## config.mk

```make
export PLATFORM = sky130hd
export DESIGN_NAME = pid_controller_clamped_core
export DESIGN_NICKNAME = d
export VERILOG_FILES = /design/src/pidc_pkg.sv /design/src/pid_controller_clamped_core.sv
export SDC_FILE = /design/constraint.sdc
export NUM_CORES = 2
export LEC_CHECK = 0
export ABC_AREA = 1
export BUFFER_PORTS_ARGS = -buffer_cell sky130_fd_sc_hd__buf_2
export CAP_MARGIN = 0
export CORE_MARGIN = 1.5
export CORE_UTILIZATION = 60
export CTS_CLUSTER_DIAMETER = 40
export DETAILED_ROUTE_END_ITERATION = 10
export GPL_TIMING_DRIVEN = 0
export PLACE_DENSITY = 0.85
export SLEW_MARGIN = 40
export SYNTH_ARGS = -nofsm -noshare
export SYNTH_HDL_FRONTEND = slang
export SYNTH_SLANG_ARGS = --single-unit
```

## constraint.sdc

```tcl
create_clock -name clk -period 10 [get_ports clk]
set_clock_uncertainty 0.2 [all_clocks]
set_input_delay 0.5 -clock clk [delete_from_list [all_inputs] [get_ports clk]]
set_output_delay 0.5 -clock clk [all_outputs]
set_load 0.05 [all_outputs]
```

## src/pidc_pkg.sv

```systemverilog
package pidc_pkg;

  localparam int unsigned DATA_W  = 16;
  localparam int unsigned ERR_W   = DATA_W + 1;
  localparam int unsigned ACC_W   = 48;
  localparam int unsigned DIV_W   = ERR_W + 1;
  localparam int unsigned MUL_A_W = DIV_W;
  localparam int unsigned MUL_B_W = ACC_W / 2 + 1;
  localparam int unsigned MUL_P_W = MUL_A_W + MUL_B_W;
  localparam int unsigned SUM_W   = 64;
  localparam int unsigned CFG_IDX_W = 3;

  typedef enum logic [CFG_IDX_W-1:0] {
    CFG_GAIN_P  = 3'd0,
    CFG_GAIN_I  = 3'd1,
    CFG_GAIN_D  = 3'd2,
    CFG_TARGET  = 3'd3,
    CFG_OUT_MAX = 3'd4,
    CFG_OUT_MIN = 3'd5
  } cfg_idx_t;

  typedef enum logic [1:0] {
    CLAMP_NONE = 2'd0,
    CLAMP_MAX  = 2'd1,
    CLAMP_MIN  = 2'd2
  } clamp_t;

  localparam logic signed [DATA_W-1:0] OUT_MAX_RST = 16'sh7FFF;
  localparam logic signed [DATA_W-1:0] OUT_MIN_RST = 16'sh8000;
  localparam logic signed [ACC_W-1:0]  ACC_MAX = {1'b0, {(ACC_W-1){1'b1}}};
  localparam logic signed [ACC_W-1:0]  ACC_MIN = {1'b1, {(ACC_W-1){1'b0}}};

endpackage

```

## src/pid_controller_clamped_core.sv

```systemverilog
// Channel | Direction | Payload
// in_     | sink      | tdata: measured [15:0], elapsed_ms [31:16]
// out_    | source    | tdata: drive [15:0]; tuser: clamp_state [1:0]
// cfg_    | write     | cfg_index selects gain_p..out_min, cfg_wdata is the value
//
// Most of a transaction's work, from acceptance to a valid result, is the
// 18-step restoring divider for the derivative, skipped when elapsed_ms is zero.
// One shared 18x25 signed multiplier forms every product, one per cycle.
// rst_n is synchronous: gains and target go to zero, limits to full range,
// the integral and the stored error to zero. A stalled result waits in the
// output register while the next transaction is accepted and worked on.
module pid_controller_clamped_core #(
  parameter int unsigned FRAC_BITS = 8
) (
  input  logic        clk,
  input  logic        rst_n,
  input  logic        in_tvalid,
  output logic        in_tready,
  input  logic [31:0] in_tdata,   // measured [15:0], elapsed_ms [31:16]
  output logic        out_tvalid,
  input  logic        out_tready,
  output logic [15:0] out_tdata,  // drive [15:0]
  output logic [1:0]  out_tuser,  // clamp_state [1:0]
  input  logic        cfg_we,
  input  logic [2:0]  cfg_index,
  input  logic [15:0] cfg_wdata
);

  localparam int unsigned DW   = pidc_pkg::DATA_W;
  localparam int unsigned EW   = pidc_pkg::ERR_W;
  localparam int unsigned AW   = pidc_pkg::ACC_W;
  localparam int unsigned DVW  = pidc_pkg::DIV_W;
  localparam int unsigned MAW  = pidc_pkg::MUL_A_W;
  localparam int unsigned MBW  = pidc_pkg::MUL_B_W;
  localparam int unsigned MPW  = pidc_pkg::MUL_P_W;
  localparam int unsigned SW   = pidc_pkg::SUM_W;
  localparam int unsigned HALF = AW / 2;
  localparam int unsigned CNT_W = $clog2(DVW);
  localparam logic [CNT_W-1:0] CNT_LAST = CNT_W'(DVW - 1);

  typedef enum logic [3:0] {
    S_IDLE, S_INT_MUL, S_INT_ADD, S_DIV, S_DSGN,
    S_MP, S_MIL, S_MIH, S_MD, S_ACC,
    S_SHIFT, S_SIGN, S_CLAMP
  } state_t;

  state_t state_r;

  logic signed [DW-1:0] gain_p_r, gain_i_r, gain_d_r, target_r, out_max_r, out_min_r;
  logic signed [EW-1:0] err_r, last_err_r;
  logic [DW-1:0]        dt_r;
  logic signed [AW-1:0] integ_r;
  logic signed [DVW-1:0] deriv_r;
  logic [DVW-1:0]       quo_r;
  logic [DW-1:0]        rem_r;
  logic                 div_neg_r;
  logic [CNT_W-1:0]     cnt_r;
  logic signed [MPW-1:0] prod_r;
  logic signed [SW-1:0] sum_r;
  logic [SW-1:0]        mag_r;
  logic                 neg_r;
  logic signed [SW-1:0] res_r;
  logic                 out_tvalid_r;
  logic [DW-1:0]        drive_r;
  pidc_pkg::clamp_t     clamp_r;

  logic signed [MAW-1:0] mul_a;
  logic signed [MBW-1:0] mul_b;
  logic signed [MPW-1:0] mul_p;
  logic signed [DVW-1:0] diff_c;
  logic [DVW-1:0]        diff_mag_c;
  logic signed [AW:0]    integ_sum_c;
  logic signed [AW-1:0]  integ_sat_c;
  logic [DW:0]           rem_sh_c;
  logic [DW:0]           rem_sub_c;
  logic                  div_ge_c;
  logic signed [SW-1:0]  prod_ext_c;
  logic signed [SW-1:0]  acc_term_c;
  logic [SW-1:0]         abs_c;
  logic signed [SW-1:0]  max_ext_c, min_ext_c;
  logic                  out_free;

  // Shared multiplier operand selection.
  always_comb begin
    mul_a = '0;
    mul_b = '0;
    unique case (state_r)
      S_INT_MUL: begin
        mul_a = MAW'($signed({1'b0, dt_r}));
        mul_b = MBW'(err_r);
      end
      S_MP: begin
        mul_a = MAW'(gain_p_r);
        mul_b = MBW'(err_r);
      end
      S_MIL: begin
        mul_a = MAW'(gain_i_r);
        mul_b = $signed({1'b0, integ_r[HALF-1:0]});
      end
      S_MIH: begin
        mul_a = MAW'(gain_i_r);
        mul_b = MBW'($signed(integ_r[AW-1:HALF]));
      end
      S_MD: begin
        mul_a = MAW'(gain_d_r);
        mul_b = MBW'(deriv_r);
      end
      default: begin
        mul_a = '0;
        mul_b = '0;
      end
    endcase
    mul_p = mul_a * mul_b;
  end

  always_comb begin
    diff_c     = DVW'(err_r) - DVW'(last_err_r);
    diff_mag_c = diff_c[DVW-1] ? DVW'(-diff_c) : DVW'(diff_c);

    integ_sum_c = (AW+1)'(integ_r) + (AW+1)'(prod_r);
    if (integ_sum_c[AW] != integ_sum_c[AW-1]) begin
      integ_sat_c = integ_sum_c[AW] ? pidc_pkg::ACC_MIN : pidc_pkg::ACC_MAX;
    end else begin
      integ_sat_c = integ_sum_c[AW-1:0];
    end

    rem_sh_c  = {rem_r, quo_r[DVW-1]};
    rem_sub_c = rem_sh_c - {1'b0, dt_r};
    div_ge_c  = rem_sh_c >= {1'b0, dt_r};

    prod_ext_c = SW'(prod_r);
    // The upper integral half carries a weight of 2^HALF.
    acc_term_c = (state_r == S_MD) ? (prod_ext_c <<< HALF) : prod_ext_c;

    abs_c = sum_r[SW-1] ? SW'(-sum_r) : SW'(sum_r);

    max_ext_c = SW'(out_max_r);
    min_ext_c = SW'(out_min_r);
  end

  assign out_free   = !out_tvalid_r || out_tready;
  assign in_tready  = (state_r == S_IDLE);
  assign out_tvalid = out_tvalid_r;
  assign out_tdata  = drive_r;
  assign out_tuser  = clamp_r;

  always_ff @(posedge clk) begin
    prod_r <= mul_p;
    if (!rst_n) begin
      state_r      <= S_IDLE;
      gain_p_r     <= '0;
      gain_i_r     <= '0;
      gain_d_r     <= '0;
      target_r     <= '0;
      out_max_r    <= pidc_pkg::OUT_MAX_RST;
      out_min_r    <= pidc_pkg::OUT_MIN_RST;
      integ_r      <= '0;
      last_err_r   <= '0;
      out_tvalid_r <= 1'b0;
    end else begin
      if (cfg_we) begin
        unique case (cfg_index)
          pidc_pkg::CFG_GAIN_P:  gain_p_r  <= cfg_wdata;
          pidc_pkg::CFG_GAIN_I:  gain_i_r  <= cfg_wdata;
          pidc_pkg::CFG_GAIN_D:  gain_d_r  <= cfg_wdata;
          pidc_pkg::CFG_TARGET:  target_r  <= cfg_wdata;
          pidc_pkg::CFG_OUT_MAX: out_max_r <= cfg_wdata;
          pidc_pkg::CFG_OUT_MIN: out_min_r <= cfg_wdata;
          default: ;
        endcase
      end

      // In S_CLAMP the result register handles its own valid flag.
      if (out_tvalid_r && out_tready && (state_r != S_CLAMP)) begin
        out_tvalid_r <= 1'b0;
      end

      unique case (state_r)
        S_IDLE: begin
          if (in_tvalid) begin
            err_r   <= EW'(target_r) - EW'($signed(in_tdata[DW-1:0]));
            dt_r    <= in_tdata[2*DW-1:DW];
            state_r <= S_INT_MUL;
          end
        end
        S_INT_MUL: begin
          quo_r      <= diff_mag_c;
          div_neg_r  <= diff_c[DVW-1];
          rem_r      <= '0;
          cnt_r      <= CNT_LAST;
          last_err_r <= err_r;
          state_r    <= S_INT_ADD;
        end
        S_INT_ADD: begin
          if (dt_r != '0) begin
            integ_r <= integ_sat_c;
            state_r <= S_DIV;
          end else begin
            deriv_r <= '0;
            state_r <= S_MP;
          end
        end
        S_DIV: begin
          rem_r <= div_ge_c ? rem_sub_c[DW-1:0] : rem_sh_c[DW-1:0];
          quo_r <= {quo_r[DVW-2:0], div_ge_c};
          cnt_r <= cnt_r - 1'b1;
          if (cnt_r == '0) begin
            state_r <= S_DSGN;
          end
        end
        S_DSGN: begin
          deriv_r <= div_neg_r ? DVW'(-$signed(quo_r)) : $signed(quo_r);
          state_r <= S_MP;
        end
        S_MP: begin
          sum_r   <= '0;
          state_r <= S_MIL;
        end
        S_MIL: begin
          sum_r   <= sum_r + acc_term_c;
          state_r <= S_MIH;
        end
        S_MIH: begin
          sum_r   <= sum_r + acc_term_c;
          state_r <= S_MD;
        end
        S_MD: begin
          sum_r   <= sum_r + acc_term_c;
          state_r <= S_ACC;
        end
        S_ACC: begin
          sum_r   <= sum_r + acc_term_c;
          state_r <= S_SHIFT;
        end
        S_SHIFT: begin
          // Shift the magnitude so a negative sum rounds toward zero.
          mag_r   <= abs_c >> FRAC_BITS;
          neg_r   <= sum_r[SW-1];
          state_r <= S_SIGN;
        end
        S_SIGN: begin
          res_r   <= neg_r ? SW'(-$signed(mag_r)) : $signed(mag_r);
          state_r <= S_CLAMP;
        end
        S_CLAMP: begin
          if (out_free) begin
            out_tvalid_r <= 1'b1;
            // The upper limit is tested first, so when limits cross it wins for any result above it.
            if (res_r > max_ext_c) begin
              drive_r <= out_max_r;
              clamp_r <= pidc_pkg::CLAMP_MAX;
            end else if (res_r < min_ext_c) begin
              drive_r <= out_min_r;
              clamp_r <= pidc_pkg::CLAMP_MIN;
            end else begin
              drive_r <= res_r[DW-1:0];
              clamp_r <= pidc_pkg::CLAMP_NONE;
            end
            state_r <= S_IDLE;
          end
        end
        default: state_r <= S_IDLE;
      endcase
    end
  end

endmodule
```

==> results.sh <==
export IMPL_grt_start_max_net_pins=51
export IMPL_die_h_um=297
export IMPL_p_seq_share_pct=25.4
export IMPL_synth_area_leader_cell="fa_1"
export IMPL_synth_area_top_cells="fa_1, edfxtp_1, nand2_1"
export IMPL_hold_path_startpoint="cfg_wdata[10]"
export IMPL_max_freq_mhz=111
export IMPL_drtIter0Drc=5310
export IMPL_syn_area_sq_mm=0.0519
export IMPL_dp_final_hpwl_mm=141
export IMPL_fillers=7181
export IMPL_holdPathStages=3
export IMPL_p_leak_nw=26.7
export IMPL_met1_length_mm=66.6
export IMPL_finalSetupTns_ns=0
export IMPL_synthArstFlopShare_pct=0
export IMPL_cts_tree="built"
export IMPL_placementRows=107
export IMPL_grt_pass1_vias=47860
export IMPL_worst_r2r_startpoint="state_r[1]"
export IMPL_synth_seq_cells=503
export IMPL_fin_crit_sh_pct=90.1
export IMPL_slew_viol_final=0
export IMPL_drt_vias_per_instance=5.87
export IMPL_maxCapViolCount=0
export IMPL_clk_pin_slew_ns=0.06
export IMPL_wl_met3_mm=21.2
export IMPL_finalPower_mw=10.7
export IMPL_placed_area_sq_mm=0.0540
export IMPL_p_per_area_mw_per_mm2=188
export IMPL_hold_end="gain_i_r[10]"
export IMPL_switching_share_pct=46.7
export IMPL_crit_fanout=10
export IMPL_min_period_ns=9.01
export IMPL_end_kind="register"
export IMPL_clockBufferDepth=3
export IMPL_coreArea_sq_mm=0.0854
export IMPL_grt_pass1_wl_mm=267
export IMPL_dp_cells=8106
export IMPL_routabilityCongestion=1.05
export IMPL_top_layer="met4"
export IMPL_nets=7967
export IMPL_p_int_mw=5.73
export IMPL_status="finished clean"
export IMPL_critPathArrivalTime_ns=9.37
export IMPL_hold_viol=0
export IMPL_cts_sinks=503
export IMPL_drc=0
export IMPL_tightest_slew_ns=1.01
export IMPL_rsz0062_at_grt="no"
export IMPL_post_cts_repair_setup_buffers=0
export IMPL_yosysWarningCount=0
export IMPL_drive_above_1_share_pct=5.73
export IMPL_io_buffers=75
export IMPL_dr_total_vias=48597
export IMPL_ff2ff_setup_slack_ns=0.99
export IMPL_clock_latency_ns=0.66
export IMPL_synth_edff_count=294
export IMPL_wl_mm=173
export IMPL_ff2ff_path_depth=26
export IMPL_cts_buffers=79
export IMPL_final_util_pct=66.9
export IMPL_grtUsageTotal_pct=39.0
export IMPL_ant_nets=0
export IMPL_synth_seq_area_share_pct=25.1
export IMPL_overflow=0
export IMPL_switching_power_mw=5.02
export IMPL_clkPwrFrac_pct=27.0
export IMPL_synthCells=6863
export IMPL_cp_start_kind="register"
export IMPL_dr_wl_met2_mm=75.3
export IMPL_max_slew_margin_pct=32.8
export IMPL_syn_nets=7763
export IMPL_crit_type="register to register"
export IMPL_worstPathRequired_ns=10.36
export IMPL_fp_dieArea_sq_mm=0.0882
export IMPL_fin_cells=8283
export IMPL_cts_root_buf="clkbuf_16"
export IMPL_die_x_um=297
export IMPL_synth_top_cell_area_share_pct=17.3
export IMPL_crit_top_cell="fa_1"
export IMPL_r2r_end="prod_r[34]"
export IMPL_antenna_found_initial=5
export IMPL_peakVddDrop_mv=0.131
export IMPL_h_tree_depth=3
export IMPL_critPathLaunch="state_r[1]"
export IMPL_synth_flop_cell="edfxtp_1"
export IMPL_setup_viol=0
export IMPL_comb_power_share_pct=47.6
export IMPL_wl_per_cell_um=20.9
export IMPL_ys_types=55
export IMPL_final_cell_area_sq_mm=0.0571
export IMPL_start_util_pct=60.7
export IMPL_drt_pass1_iter_count=10
export IMPL_num_io_pins=76
export IMPL_syn2layout_area_growth_pct=10.2
export IMPL_worstHoldPathType="input port to register"
export IMPL_cp_slowest_cell="clkinv_1"
export IMPL_avgSynthCellArea_sq_um=7.56
export IMPL_slowest_delay_ns=0.89
[power by group through the flow]
| stage | Clock (mW) | Sequential [mW] | Combinational, mW |
|---|---|---|---|
| final | 2.90 | 2.73 | 5.12 |
| after global routing | 2.99 | 2.73 | 5.59 |
| after CTS | 2.90 | 2.71 | 4.94 |
| after detailed placement | 0 | 2.75 | 4.88 |
| after global placement | 0 | 2.76 | 4.77 |
| after floorplan | 0 | 2.59 | 3.37 |
[worst max-delay path by stage]
stage                       endpoint  slack, ns  depth (start not counted)
final                     prod_r[34]       0.99                         26
after global routing      prod_r[40]       0.77                         32
after CTS                 prod_r[40]       1.14                         30
after detailed placement  prod_r[40]       1.18                         31
after global placement    prod_r[34]       1.11                         27
after floorplan           prod_r[39]       3.02                         28
[registers in the layout, indices dropped and copies added, names as in the netlist, 4 cells and up]
register / count
deriv_r: 18
mag_r: 56
sum_r: 64
target_r: 16
out_max_r: 16
gain_p_r: 16
dt_r: 16
res_r: 64
gain_d_r: 16
prod_r: 43
integ_r: 48
gain_i_r: 16
out_min_r: 16
err_r: 17
cnt_r: 5
quo_r: 18
last_err_r: 17
rem_r: 16
out_tdata: 16
state_r: 4
[per-stage QoR]
step | setup slack [ns] | hold slack [ns]
floorplan | 3.02 | 0.225
global placement | 1.11 | 0.239
detailed placement | 1.18 | 0.247
CTS | 1.14 | 0.00228
global route | 0.773 | 0.0367
finish | 0.990 | 0.0257
[worst max-delay path: cells and delay by family, from the launching register on]
kind	cells	cell delay, ns
AO/OA/AOI/OAI	6	1.25
flip-flops	1	0.45
adder cells (fa/ha/maj)	7	3.43
XOR/XNOR	1	0.24
buffers and inverters	7	1.97
AND/OR/NAND/NOR	5	1.28
[per-layer routing]
layer / vias up / GRT usage [%]
met1: 22805 / 51.0
met3: 612 / 9.61
met2: 2808 / 60.2
met4: 0 / 20.1
met5: - / 0.325
li1: 22372 / -
[cell usage after synthesis (all sizes together), types with 10 or more instances]
master     n
dfxtp    209
nand3    225
nand3b    10
nor2     860
nor3      79
a22o      12
or2       11
nand4     78
xor2     145
a21o      32
a21boi    16
o21a      26
a21oi    507
clkbuf    89
edfxtp   294
fa       447
o21bai    26
o22ai     19
buf       71
nand2   1349
o21ai    446
nor4      36
a31oi     49
xnor2     81
inv     1284
o211ai    24
ha       397
[cell usage in the layout, fill, tap and decap left out, types with 9 or more instances in the layout]
cell type	count
a21boi_0	16
a21o_1	32
a21oi_1	499
a22o_1	12
a31oi_1	49
buf_2	137
buf_6	9
clkbuf_1	92
clkbuf_16	82
dfxtp_1	209
dlygate4sd3_1	23
edfxtp_1	294
fa_1	447
ha_1	397
inv_1	1258
inv_2	24
inv_6	18
inv_8	15
nand2_1	1343
nand3_1	217
nand3b_1	10
nand4_1	78
nor2_1	830
nor2_2	18
nor2_4	12
nor3_1	67
nor4_1	35
o211ai_1	24
o21a_1	26
o21ai_0	440
o21bai_1	26
o22ai_1	19
or2_2	10
xnor2_1	81
xor2_1	145
[logic make-up (layout without fill, tap and decap cells)]
kind of cell / Yosys count / after routing / synth area share (%)
simple gates: 2663 / 2663 / 21.1
buf+inv: 1449 / 1718 / 10.7
compound gates: 1178 / 1178 / 12.4
fa+ha+maj: 844 / 844 / 26.8
flops: 503 / 503 / 25.1
xor+xnor: 226 / 226 / 3.82
other cells: 0 / 7 / 0
[layout make-up]
| cell class | instances | area [sq um] | area share [%] |
|---|---|---|---|
| clock inverters | 57 | 701 | 1.23 |
| diodes | 7 | 17.5 | 0.0307 |
| well taps | 1144 | 1430 | 2.50 |
| clock buffers | 89 | 2100 | 3.67 |
| flip-flops and latches | 503 | 13000 | 22.8 |
| plain buffers | 160 | 734 | 1.29 |
| multi-input cells | 4911 | 33400 | 58.5 |
| inverters | 1289 | 4840 | 8.48 |
| repair buffers | 123 | 886 | 1.55 |
[timing repair]
| item | 4_1_cts | 5_1_grt |
|---|---|---|
| hold buffers | 23 | 0 |
| gates resized for setup | 0 | 0 |
| hold endpoints to repair | 26 | 0 |
No activity file was read; power rests on OpenSTA's default activity.
